`src/hw/rtl/assert_macros.svh`:
```
// Assertion macros shared by the meter RTL.
`ifndef ASSERT_MACROS_SVH
`define ASSERT_MACROS_SVH

// Property that must hold at every rising clock edge outside reset.
`define WTM_CHECK(lbl, clk, rst_n, prop, msg) \
	lbl: assert property (@(posedge clk) disable iff (!rst_n) (prop)) \
		else $error(msg);

// Same-cycle implication.
`define WTM_IMPLY(lbl, clk, rst_n, ante, cons, msg) \
	lbl: assert property (@(posedge clk) disable iff (!rst_n) (ante) |-> (cons)) \
		else $error(msg);

// Next-cycle implication.
`define WTM_NEXT(lbl, clk, rst_n, ante, cons, msg) \
	lbl: assert property (@(posedge clk) disable iff (!rst_n) (ante) |=> (cons)) \
		else $error(msg);

`endif

```
`src/hw/rtl/wtm_pkg.sv`:
```
// Shared widths, constants and control types of the throughput meter.
package wtm_pkg;

	// Field widths
	localparam int TIME_W     = 48;
	localparam int BYTE_CNT_W = 32;
	localparam int TOTAL_W    = 64;
	localparam int SPEED_W    = 32;
	localparam int PERIOD_W   = 16;
	localparam int LEN_W      = 6;

	// Configuration port
	localparam int CFG_IDX_W  = 3;
	localparam int CFG_DATA_W = 16;
	localparam logic [CFG_IDX_W-1:0] CFG_PERIOD = 3'd0;
	localparam logic [CFG_IDX_W-1:0] CFG_WIN_A  = 3'd1;
	localparam logic [CFG_IDX_W-1:0] CFG_WIN_B  = 3'd2;
	localparam logic [CFG_IDX_W-1:0] CFG_WIN_C  = 3'd3;
	localparam logic [CFG_IDX_W-1:0] CFG_WIN_D  = 3'd4;

	localparam logic [PERIOD_W-1:0] PERIOD_RST = 16'd1000;
	localparam int NUM_OUT_WIN = 4;
	localparam int WSEL_W      = $clog2(NUM_OUT_WIN);
	localparam logic [LEN_W-1:0] WIN_LEN_RST [NUM_OUT_WIN] = '{6'd1, 6'd5, 6'd20, 6'd60};

	// Ring and window sizing
	localparam int RING_DEPTH  = 60;
	localparam int NUM_WINDOWS = 4;
	localparam int NUM_CALC    = (NUM_WINDOWS < NUM_OUT_WIN) ? NUM_WINDOWS : NUM_OUT_WIN;
	localparam int PTR_W       = $clog2(RING_DEPTH);
	localparam int SLOT_W      = PTR_W + 1;
	localparam int LC_W        = (LEN_W > SLOT_W) ? LEN_W : SLOT_W;

	// Rate arithmetic
	localparam int MS_PER_SEC = 1000;
	localparam logic [TOTAL_W-1:0] MUL_LIMIT = {TOTAL_W{1'b1}} / TOTAL_W'(MS_PER_SEC);

	// Serial divider
	localparam int DIV_NUM_W = TOTAL_W;
	localparam int DIV_DEN_W = TIME_W;
	localparam int DIV_Q_W   = SPEED_W;
	localparam int DIV_CNT_W = $clog2(DIV_Q_W + 1);

	typedef struct packed {
		logic start;
		logic force_sat;
	} div_ctl_t;

	typedef struct packed {
		logic busy;
		logic done;
	} div_sts_t;

endpackage

```
`src/hw/rtl/wtm_div.sv`:
```
// Bit-serial restoring divider with 32-bit saturating quotient.
`include "assert_macros.svh"

module wtm_div (
	input  logic                          clk,
	input  logic                          arst_n,
	input  wtm_pkg::div_ctl_t             ctl,
	input  logic [wtm_pkg::DIV_NUM_W-1:0] num,
	input  logic [wtm_pkg::DIV_DEN_W-1:0] den,
	output wtm_pkg::div_sts_t             sts,
	output logic [wtm_pkg::DIV_Q_W-1:0]   quot
);
	import wtm_pkg::*;

	logic                 busy_q;
	logic                 done_q;
	logic [DIV_CNT_W-1:0] cnt_q;
	logic [DIV_DEN_W-1:0] den_q;
	logic [DIV_DEN_W-1:0] rem_q;
	logic [DIV_Q_W-1:0]   acc_q;

	logic                 sat_now;
	logic [DIV_DEN_W:0]   trial;
	logic                 qbit;
	logic [DIV_DEN_W-1:0] rem_next;

	// Quotient overflows 32 bits exactly when the upper numerator half reaches the divisor
	assign sat_now = ctl.force_sat || (DIV_DEN_W'(num[DIV_NUM_W-1:DIV_Q_W]) >= den);

	always_comb begin
		trial    = {rem_q, acc_q[DIV_Q_W-1]};
		qbit     = trial >= {1'b0, den_q};
		rem_next = qbit ? DIV_DEN_W'(trial - {1'b0, den_q}) : trial[DIV_DEN_W-1:0];
	end

	always_ff @(posedge clk or negedge arst_n) begin
		if (!arst_n) begin
			busy_q <= 1'b0;
			done_q <= 1'b0;
			cnt_q  <= '0;
		end else begin
			done_q <= 1'b0;
			if (ctl.start) begin
				if (sat_now) begin
					done_q <= 1'b1;
				end else begin
					busy_q <= 1'b1;
					cnt_q  <= DIV_CNT_W'(DIV_Q_W);
				end
			end else if (busy_q) begin
				cnt_q <= cnt_q - DIV_CNT_W'(1);
				if (cnt_q == DIV_CNT_W'(1)) begin
					busy_q <= 1'b0;
					done_q <= 1'b1;
				end
			end
		end
	end

	// Low numerator bits shift out at the top while quotient bits enter at the bottom
	always_ff @(posedge clk) begin
		if (ctl.start) begin
			den_q <= den;
			if (sat_now) begin
				acc_q <= '1;
			end else begin
				rem_q <= DIV_DEN_W'(num[DIV_NUM_W-1:DIV_Q_W]);
				acc_q <= num[DIV_Q_W-1:0];
			end
		end else if (busy_q) begin
			rem_q <= rem_next;
			acc_q <= {acc_q[DIV_Q_W-2:0], qbit};
		end
	end

	assign sts.busy = busy_q;
	assign sts.done = done_q;
	assign quot     = acc_q;

	`WTM_NEXT(a_sat_done, clk, arst_n, ctl.start && ctl.force_sat, done_q && (acc_q == '1), "saturated divide did not finish at once")
	`WTM_IMPLY(a_fall_done, clk, arst_n, $fell(busy_q), done_q, "divider stopped without done")
	`WTM_NEXT(a_done_pulse, clk, arst_n, done_q && !ctl.start, !done_q, "done held longer than one cycle")

endmodule

```
`config.mk`:
```
export PLATFORM = sky130hd
export DESIGN_NAME = wtm_div
export DESIGN_NICKNAME = d
export VERILOG_FILES = /design/src/hw/rtl/wtm_pkg.sv /design/src/hw/rtl/wtm_div.sv
export VERILOG_INCLUDE_DIRS = /design/src /design/src/hw/rtl
export SDC_FILE = /design/constraint.sdc
export NUM_CORES = 1
export LEC_CHECK = 0
export BUFFER_PORTS_ARGS = -buffer_cell sky130_fd_sc_hd__clkbuf_2
export CAP_MARGIN = 40
export CORE_MARGIN = 8
export CORE_UTILIZATION = 45
export DETAILED_ROUTE_END_ITERATION = 10
export PLACE_DENSITY = 0.73
export SKIP_LAST_GASP = 1
export SYNTH_ARGS = -nofsm -noshare
export SYNTH_HDL_FRONTEND = slang
export SYNTH_SLANG_ARGS = --single-unit
```
`constraint.sdc`:
```
create_clock -name clk -period 9.78 [get_ports clk]
set_input_delay 0.489 -clock clk [delete_from_list [all_inputs] [get_ports clk]]
set_output_delay 0.489 -clock clk [all_outputs]
set_load 0.05 [all_outputs]
```
==> impl_metrics.csv, run 1 <==
group,metric,value,unit
final_layout,nNetsFinal,1293,
synth,synth_area,0.009589,mm²
drt,routed_wl,23.99,mm
global_route,grt_pass1_wl,38.46,mm
final_layout,stdcell_count,1382,
cts,h-tree-depth,4,
global_route,antenna_found_initial,1,
cts,clock_path_buffers,2,
timing,drv_slew,0,
synth,avgSynthCellArea,10.01,µm²
final_layout,utilization,53.47,%
power,peakVddDrop,140.6,µV
global_route,grt_pass1_vias,7602,
setup_path,cp_cell_sequence,"ha_1 -> and4_1 -> and3_1 -> o211ai_1 -> a211oi_1 -> o21a_1 -> a31o_2 -> buf_4 -> mux2_2 -> mux2_2",
cts,cts_root_buffer,"clkbuf_16",
timing,clock.fmax,253.7,MHz
final_layout,num-fill-cells,1901,
drt,wire_per_inst,17.36,µm
synth,synthDistinctLibCells,59,
setup_path,slowest_delay,470,ps
synth,ys_warn_count,0,
setup_path,critPathMaxFanout,25,
floorplanning,num_rows,53,
worst_hold_path,hold_path.class,"in2reg",
floorplanning,pin_count,150,
final_layout,syn_to_final_growth,16.86,%
synth,synth_nets,1157,
power,seqPwrFrac,27.6,%
setup_path,start_kind,"flop",
timing,final.setup_skew,13.32,ps
cts,holdBufCountCts,1,
power,p_int,2.030,mW
global_route,grt_remaining_overflow,0,
setup_path,crit_type,"reg2reg",
global_route,track_usage,18.27,%
power,p_total,3.434,mW
synth,synthTopCellsByArea,"edfxtp_1, ha_1, inv_1, mux2_2, a21oi_1",
synth,yosysTopAreaCell,"edfxtp_1",
synth,synthSimpleGateAreaFrac,10.15,%
synth,ys_ff_latch,136,
synth,synth-edff-count,128,
floorplanning,die_y,162.0,µm
setup_path,crit_required,9950,ps
floorplanning,dieWidth,162.0,µm
place,gp_congestion,0.8968,
place,io_buffers,149,
power,pwr-share-comb,52.7,%
timing,fin_crit,3942,ps
synth,synth_top_family_by_area,"compound AO/OA/AOI/OAI gates",
power,p_sw_share,40.90,%
power,p_leak,5.175,nW
synth,seq_area_frac_synth,42.17,%
place,dp.cells,1349,
setup_path,end_kind,"flop",
cts,postCtsSetupBuffers,0,
timing,finalSetupViolations,0,
synth,synth_mux_area_share,7.568,%
synth,async_reset_ff_share,5.882,%
drt,via_count,7639,
timing,post-route-period-util,40.31,%
power,p_per_area,306.5,mW/mm²
synth,synthXorXnorAreaFrac,4.384,%
final_layout,diodes,0,
cts,tritoncts,"yes",
power,clockPowerShare,19.7,%
timing,hold_ws,250.7,ps
cts,insertion_delay,430,ps
timing,rsz0062_at_grt,"false",
cts,cts_buffers,17,
drt,drcViolationCount,0,
timing,fin_setup_tns,0,ps
floorplanning,coreArea,0.02096,mm²
setup_path,arrival,4110,ps
drt,dr.pass1.iters,5,
drt,drtAntennaViolNets,0,
drt,drt_iter0_markers,541,
floorplanning,fp.dieArea,0.02624,mm²
timing,hold_viol,0,
timing,worstMarginPinSlew,768.9,ps
setup_path,cp_common_cell,"mux2_2",
timing,slew-limit-headroom,48.74,%
place,hpwlAfterDp,18.12,mm
synth,synth_flop_cell,"edfxtp_1",
outcome,status,"complete, no violations",
final_layout,drive_gt1_share,22.67,%
synth,synthAdderAreaFrac,10.91,%
setup_path,cpMaxStageDelayCell,"a31o_2",
setup_path,ff2ff_setup_slack,5840,ps
power,p_sw,1.405,mW
synth,syn_inst,958,
cts,cts_sinks,136,
cts,ctsResizeCount,0,
floorplanning,start_util,45.76,%
synth,synth_top_cell_area_share,40.08,%
global_route,grt_max_degree,111,
drt,via_per_inst,5.527,
synth,synth_compound_gate_area_share,17.69,%
job,maxCapViolations,0,
cts,clk_pin_slew_worst_paths,70,ps
[critical path, delay by kind of cell (launching register included)]
kind,cells,cell delay (ps)
AO/OA/AOI/OAI,4,1170
adder cells (fa/ha/maj),1,460
buffers and inverters,1,450
flip-flops,1,420
multiplexers,2,650
AND/OR/NAND/NOR,2,520
[routing by layer]
layer	routed length [µm]	global-route usage, %	up-vias
met5	13	0	-
met4	463	5.892	2
met3	1694	5.113	31
met2	11270	29.59	240
met1	10550	23.18	3607
li1	-	-	3759
[synth_stat cells, types with 24 or more instances]
| library cell | n |
|---|---|
| inv_1 | 128 |
| a31oi_1 | 41 |
| clkbuf_1 | 32 |
| nand4_1 | 24 |
| a21oi_1 | 67 |
| nand2_1 | 41 |
| edfxtp_1 | 128 |
| xnor2_1 | 34 |
| a21o_1 | 40 |
| o21ai_0 | 31 |
| mux2_2 | 35 |
| ha_1 | 82 |
| nor2_1 | 74 |
[cell families after synthesis]
family,Yosys count
AOI/OAI and AO/OA,259
and+or+nand+nor,202
buffers and inverters,170
DFF,136
adders and majority gates,83
muxes,60
xor gates and xnor gates,48
[stage by stage]
stage	instance area, µm²	setup slack [ps]
global placement	10530	5486
CTS	11210	5856
floorplan	9589	6063
finish	11210	5838
global route	11210	5563
detailed placement	10570	5849
[power groups by stage]
stage / Combinational (mW) / Clock (mW) / Sequential (mW)
after floorplan: 1.36 / 0 / 1.02
after global placement: 1.75 / 0 / 0.954
after detailed placement: 1.78 / 0 / 0.955
after CTS: 1.80 / 0.688 / 0.949
after global routing: 1.99 / 0.712 / 0.967
final: 1.81 / 0.677 / 0.949
[flip-flops by register name, indices dropped and copies added, names as in the netlist]
name    flops
busy_q      1
cnt_q       6
den_q      48
done_q      1
quot       32
rem_q      48
[final cells by class]
cell class | instances | area, µm² | share of cell area, %
clock inverters | 15 | 200.2 | 1.787
well taps | 275 | 344.1 | 3.071
inverters | 128 | 480.5 | 4.288
flip-flops and latches | 136 | 4044 | 36.09
multi-input cells | 652 | 4866 | 43.42
clock buffers | 17 | 425.4 | 3.796
repair buffers | 159 | 845.8 | 7.548
[cells in the final DEF (no fill, tap or decap), types with 9 or more instances in the layout]
master | Yosys | final
xnor2_1 | 34 | 34
nand4_1 | 24 | 24
a21o_1 | 40 | 39
nand2b_1 | 10 | 10
a211oi_1 | 10 | 10
inv_1 | 128 | 128
o21ai_0 | 31 | 31
xor2_1 | 14 | 14
a22o_1 | 11 | 11
nor3_1 | 9 | 9
nor2_1 | 74 | 73
edfxtp_1 | 128 | 128
o21bai_1 | 12 | 12
clkbuf_16 | 0 | 17
a31oi_1 | 41 | 41
a21oi_1 | 67 | 67
mux2_2 | 35 | 35
nand2_1 | 41 | 41
clkbuf_2 | 0 | 148
ha_1 | 82 | 82
and3_1 | 9 | 9
mux2_4 | 16 | 16
[final timing paths]
kind,cells past startpoint,start,endpoint
setup / recovery,10,rem_q[17],rem_q[8]
max in group asynchronous,2,arst_n,cnt_q[0]
hold / removal,1,den[3],den_q[3]
setup reg to reg,10,rem_q[17],rem_q[8]
hold reg to reg,1,cnt_q[0],cnt_q[0]
min in group asynchronous,2,arst_n,cnt_q[3]
Note: power is estimated with default switching activity, not from simulation.
==> inputs of run 2 (changes only) <==
--- a/config.mk
+++ b/config.mk
@@ -6,12 +6,13 @@
 export SDC_FILE = /design/constraint.sdc
 export NUM_CORES = 1
 export LEC_CHECK = 0
+export ABC_AREA = 1
 export BUFFER_PORTS_ARGS = -buffer_cell sky130_fd_sc_hd__clkbuf_2
 export CAP_MARGIN = 40
 export CORE_MARGIN = 8
 export CORE_UTILIZATION = 45
 export DETAILED_ROUTE_END_ITERATION = 10
-export PLACE_DENSITY = 0.73
+export PLACE_DENSITY = 0.72
 export SKIP_LAST_GASP = 1
 export SYNTH_ARGS = -nofsm -noshare
 export SYNTH_HDL_FRONTEND = slang
==> constraint.sdc (replaced) <==
create_clock -name clk -period 3.7 [get_ports clk]
set_input_delay 0.185 -clock clk [delete_from_list [all_inputs] [get_ports clk]]
set_output_delay 0.185 -clock clk [all_outputs]
set_load 0.05 [all_outputs]
==> run 2 against run 1 <==
Against the previous run: hold slack worse by 200 ps; routed wire length grew 36%; utilization rose by 0.26 points; first-iteration DRC count up 25%; critical path depth up 2; count of clock-buffer cells in the layout did not move; clock power rose to 2.5 times the previous value; synthesized cell count up 69%; synthesized area up 18%; final cell count increased by 56%; sequential share of layout area is 5.9 points lower; critical endpoint is now rem_q[27]; largest power group unchanged; highest routed layer is now met4.
==> impl_metrics.csv, run 2 <==
group,metric,value,unit
floorplanning,die_y,174.3,µm
final_layout,stdcell_count,2152,
synth,seq_area_frac_synth,35.86,%
final_layout,num-fill-cells,2390,
final_layout,layout_commonest_cell,"nand2_1",
power,p_int,4.780,mW
synth,synth-edff-count,128,
place,io_buffers,149,
cts,cts_buffers,17,
cts,cts_root_buffer,"clkbuf_16",
global_route,grt_pass1_vias,10805,
timing,final.setup_skew,20.33,ps
synth,synthTopCellsByArea,"edfxtp_1, nand2_1, inv_1, ha_1, nor2_1",
global_route,grt_max_degree,84,
synth,syn_inst,1619,
setup_path,start_kind,"flop",
final_layout,seqCellArea,0.004044,mm²
final_layout,multiInputGateArea,0.005699,mm²
setup_path,rr_worst_depth,12,
timing,clock.fmax,317.1,MHz
synth,synth_top_cell_area_share,34.09,%
synth,ys_ff_latch,136,
drt,via_per_inst,4.883,
synth,synthDistinctLibCells,41,
drt,drcViolationCount,0,
power,peakVddDrop,394.5,µV
cts,tritoncts,"yes",
synth,synth_area,0.01128,mm²
drt,dr.pass1.iters,5,
setup_path,critPathMaxFanout,47,
timing,fin_crit,3154,ps
synth,avgSynthCellArea,6.965,µm²
setup_path,r2r-start,"rem_q[22]",
worst_hold_path,hold_path.class,"in2reg",
cts,postCtsSetupBuffers,0,
power,pwr-share-comb,55.2,%
setup_path,ff2ff_setup_slack,550,ps
timing,finalSetupViolations,0,
setup_path,arrival,3340,ps
floorplanning,num_rows,58,
timing,post-route-period-util,85.24,%
final_layout,final_cell_mix,"nand2_1, inv_1, clkbuf_2",
drt,drt_iter0_markers,677,
global_route,grt_pass1_wl,53.30,mm
drt,drtAntennaViolNets,0,
drt,wire_per_inst,15.16,µm
setup_path,crit_required,3880,ps
timing,worstMarginPinSlew,825.8,ps
outcome,status,"complete, no violations",
power,p_sw,4.390,mW
setup_path,r2r_end,"rem_q[27]",
cts,clk_pin_slew_worst_paths,70,ps
timing,fin_setup_tns,0,ps
place,dp.cells,2071,
worst_hold_path,hp-start,"num[40]",
final_layout,syn_to_final_growth,18.63,%
power,seqPwrFrac,26.1,%
cts,ctsResizeCount,0,
final_layout,diodes,0,
timing,hold_viol,0,
place,gp_congestion,0.9363,
timing,drv_slew,0,
final_layout,drive_gt1_share,14.11,%
drt,via_count,10508,
floorplanning,start_util,45.30,%
synth,synth_most_common_cell,"nand2_1",
floorplanning,dieWidth,174.3,µm
timing,rsz0062_at_grt,"false",
power,p_sw_share,47.87,%
global_route,antenna_found_initial,0,
cts,clock_path_buffers,2,
job,maxCapViolations,0,
place,hpwlAfterDp,25.39,mm
global_route,track_usage,21.58,%
floorplanning,pin_count,150,
cts,insertion_delay,440,ps
synth,synth_flop_cell,"edfxtp_1",
timing,slew-limit-headroom,44.95,%
setup_path,end_kind,"flop",
global_route,grt_remaining_overflow,0,
worst_hold_path,whs_endpoint,"rem_q[8]",
drt,routed_wl,32.63,mm
floorplanning,fp.dieArea,0.03038,mm²
power,clockPowerShare,18.7,%
synth,async_reset_ff_share,5.882,%
worst_hold_path,min_path_cells,3,
synth,synthTopCellsByCount,"nand2_1, inv_1, nor2_1",
power,p_per_area,685.5,mW/mm²
floorplanning,coreArea,0.02489,mm²
final_layout,nNetsFinal,2008,
setup_path,crit_type,"reg2reg",
cts,holdBufCountCts,49,
cts,h-tree-depth,4,
power,p_leak,7.100,nW
synth,synth_nets,1818,
cts,cts_sinks,136,
timing,hold_ws,50.71,ps
synth,ys_warn_count,0,
synth,yosysTopAreaCell,"edfxtp_1",
-- run 2: changes by cell type after synthesis, moves of 39 or more --
| cell | before | now |
|---|---|---|
| a21o_1 | 40 | 1 |
| a31oi_1 | 41 | 1 |
| inv_1 | 128 | 338 |
| nand2_1 | 41 | 535 |
| nand3_1 | 5 | 92 |
| nor2_1 | 74 | 141 |
-- run 2: power by group through the flow --
stage               sequential, mW  combinational [mW]  clock, mW
floorplan                     2.54                3.65          0
global placement              2.40                4.90          0
detailed placement            2.41                4.97          0
CTS                           2.39                5.04       1.74
global route                  2.43                5.73       1.80
finish                        2.39                5.06       1.71
-- run 2: logic make-up (layout without fill, tap and decap cells) --
family / count (synthesis) / in the layout / synth area share [%]
AOI/OAI and AO/OA: 116 / 116 / 5.848
xor gates and xnor gates: 23 / 23 / 1.787
adders and majority gates: 83 / 83 / 9.276
buffers and inverters: 382 / 585 / 13.59
DFF: 136 / 136 / 35.86
and+or+nand+nor: 879 / 879 / 33.63
-- run 2: critical path, stage by stage, from the launching register on --
cell and delay, ps:
edfxtp_1 420, ha_1 390, nand2_2 140, inv_2 30, a21oi_1 310, nand2_1 160
a21oi_2 270, nor2_1 110, nor2_4 120, buf_4 530, nand3_1 190, nand3_1 140
nand2_1 60
-- run 2: area by class of cell --
| type | count | area share (%) |
|---|---|---|
| tap | 330 | 3.087 |
| clock inverter | 15 | 1.151 |
| clock buffer | 17 | 3.180 |
| sequential | 136 | 30.23 |
| inverter | 345 | 9.681 |
| timing repair buffer | 208 | 10.06 |
| multi-input combinational | 1101 | 42.61 |
-- run 2: layer usage --
layer | vias up | share of wire [%] | GRT usage [%]
li1 | 5437 | - | -
met1 | 4718 | 44 | 26.34
met2 | 319 | 47 | 37.31
met3 | 34 | 6.9 | 5.685
met4 | 0 | 1.5 | 5.094
met5 | - | 0 | 0
-- run 2: through the flow --
stage | setup WS, ps | cell area [µm²] | utilization, % | power (mW)
after detailed placement | 682.3 | 12310 | 49.44 | 7.378
final | 546.0 | 13380 | 53.74 | 9.170
after floorplan | 653.7 | 11280 | - | 6.192
after CTS | 632.2 | 13380 | 53.74 | 9.168
after global placement | 552.7 | 12280 | 49.33 | 7.298
after global routing | 385.3 | 13380 | 53.74 | 9.963
-- run 2: worst max-delay path by stage --
stage / start / endpoint / slack [ps]
final: rem_q[22] / rem_q[27] / 550
after global routing: rem_q[7] / rem_q[46] / 390
after CTS: rem_q[7] / rem_q[46] / 630
after detailed placement: rem_q[7] / rem_q[46] / 680
after global placement: den[1] / rem_q[47] / 550
after floorplan: ctl[1] / rem_q[0] / 650
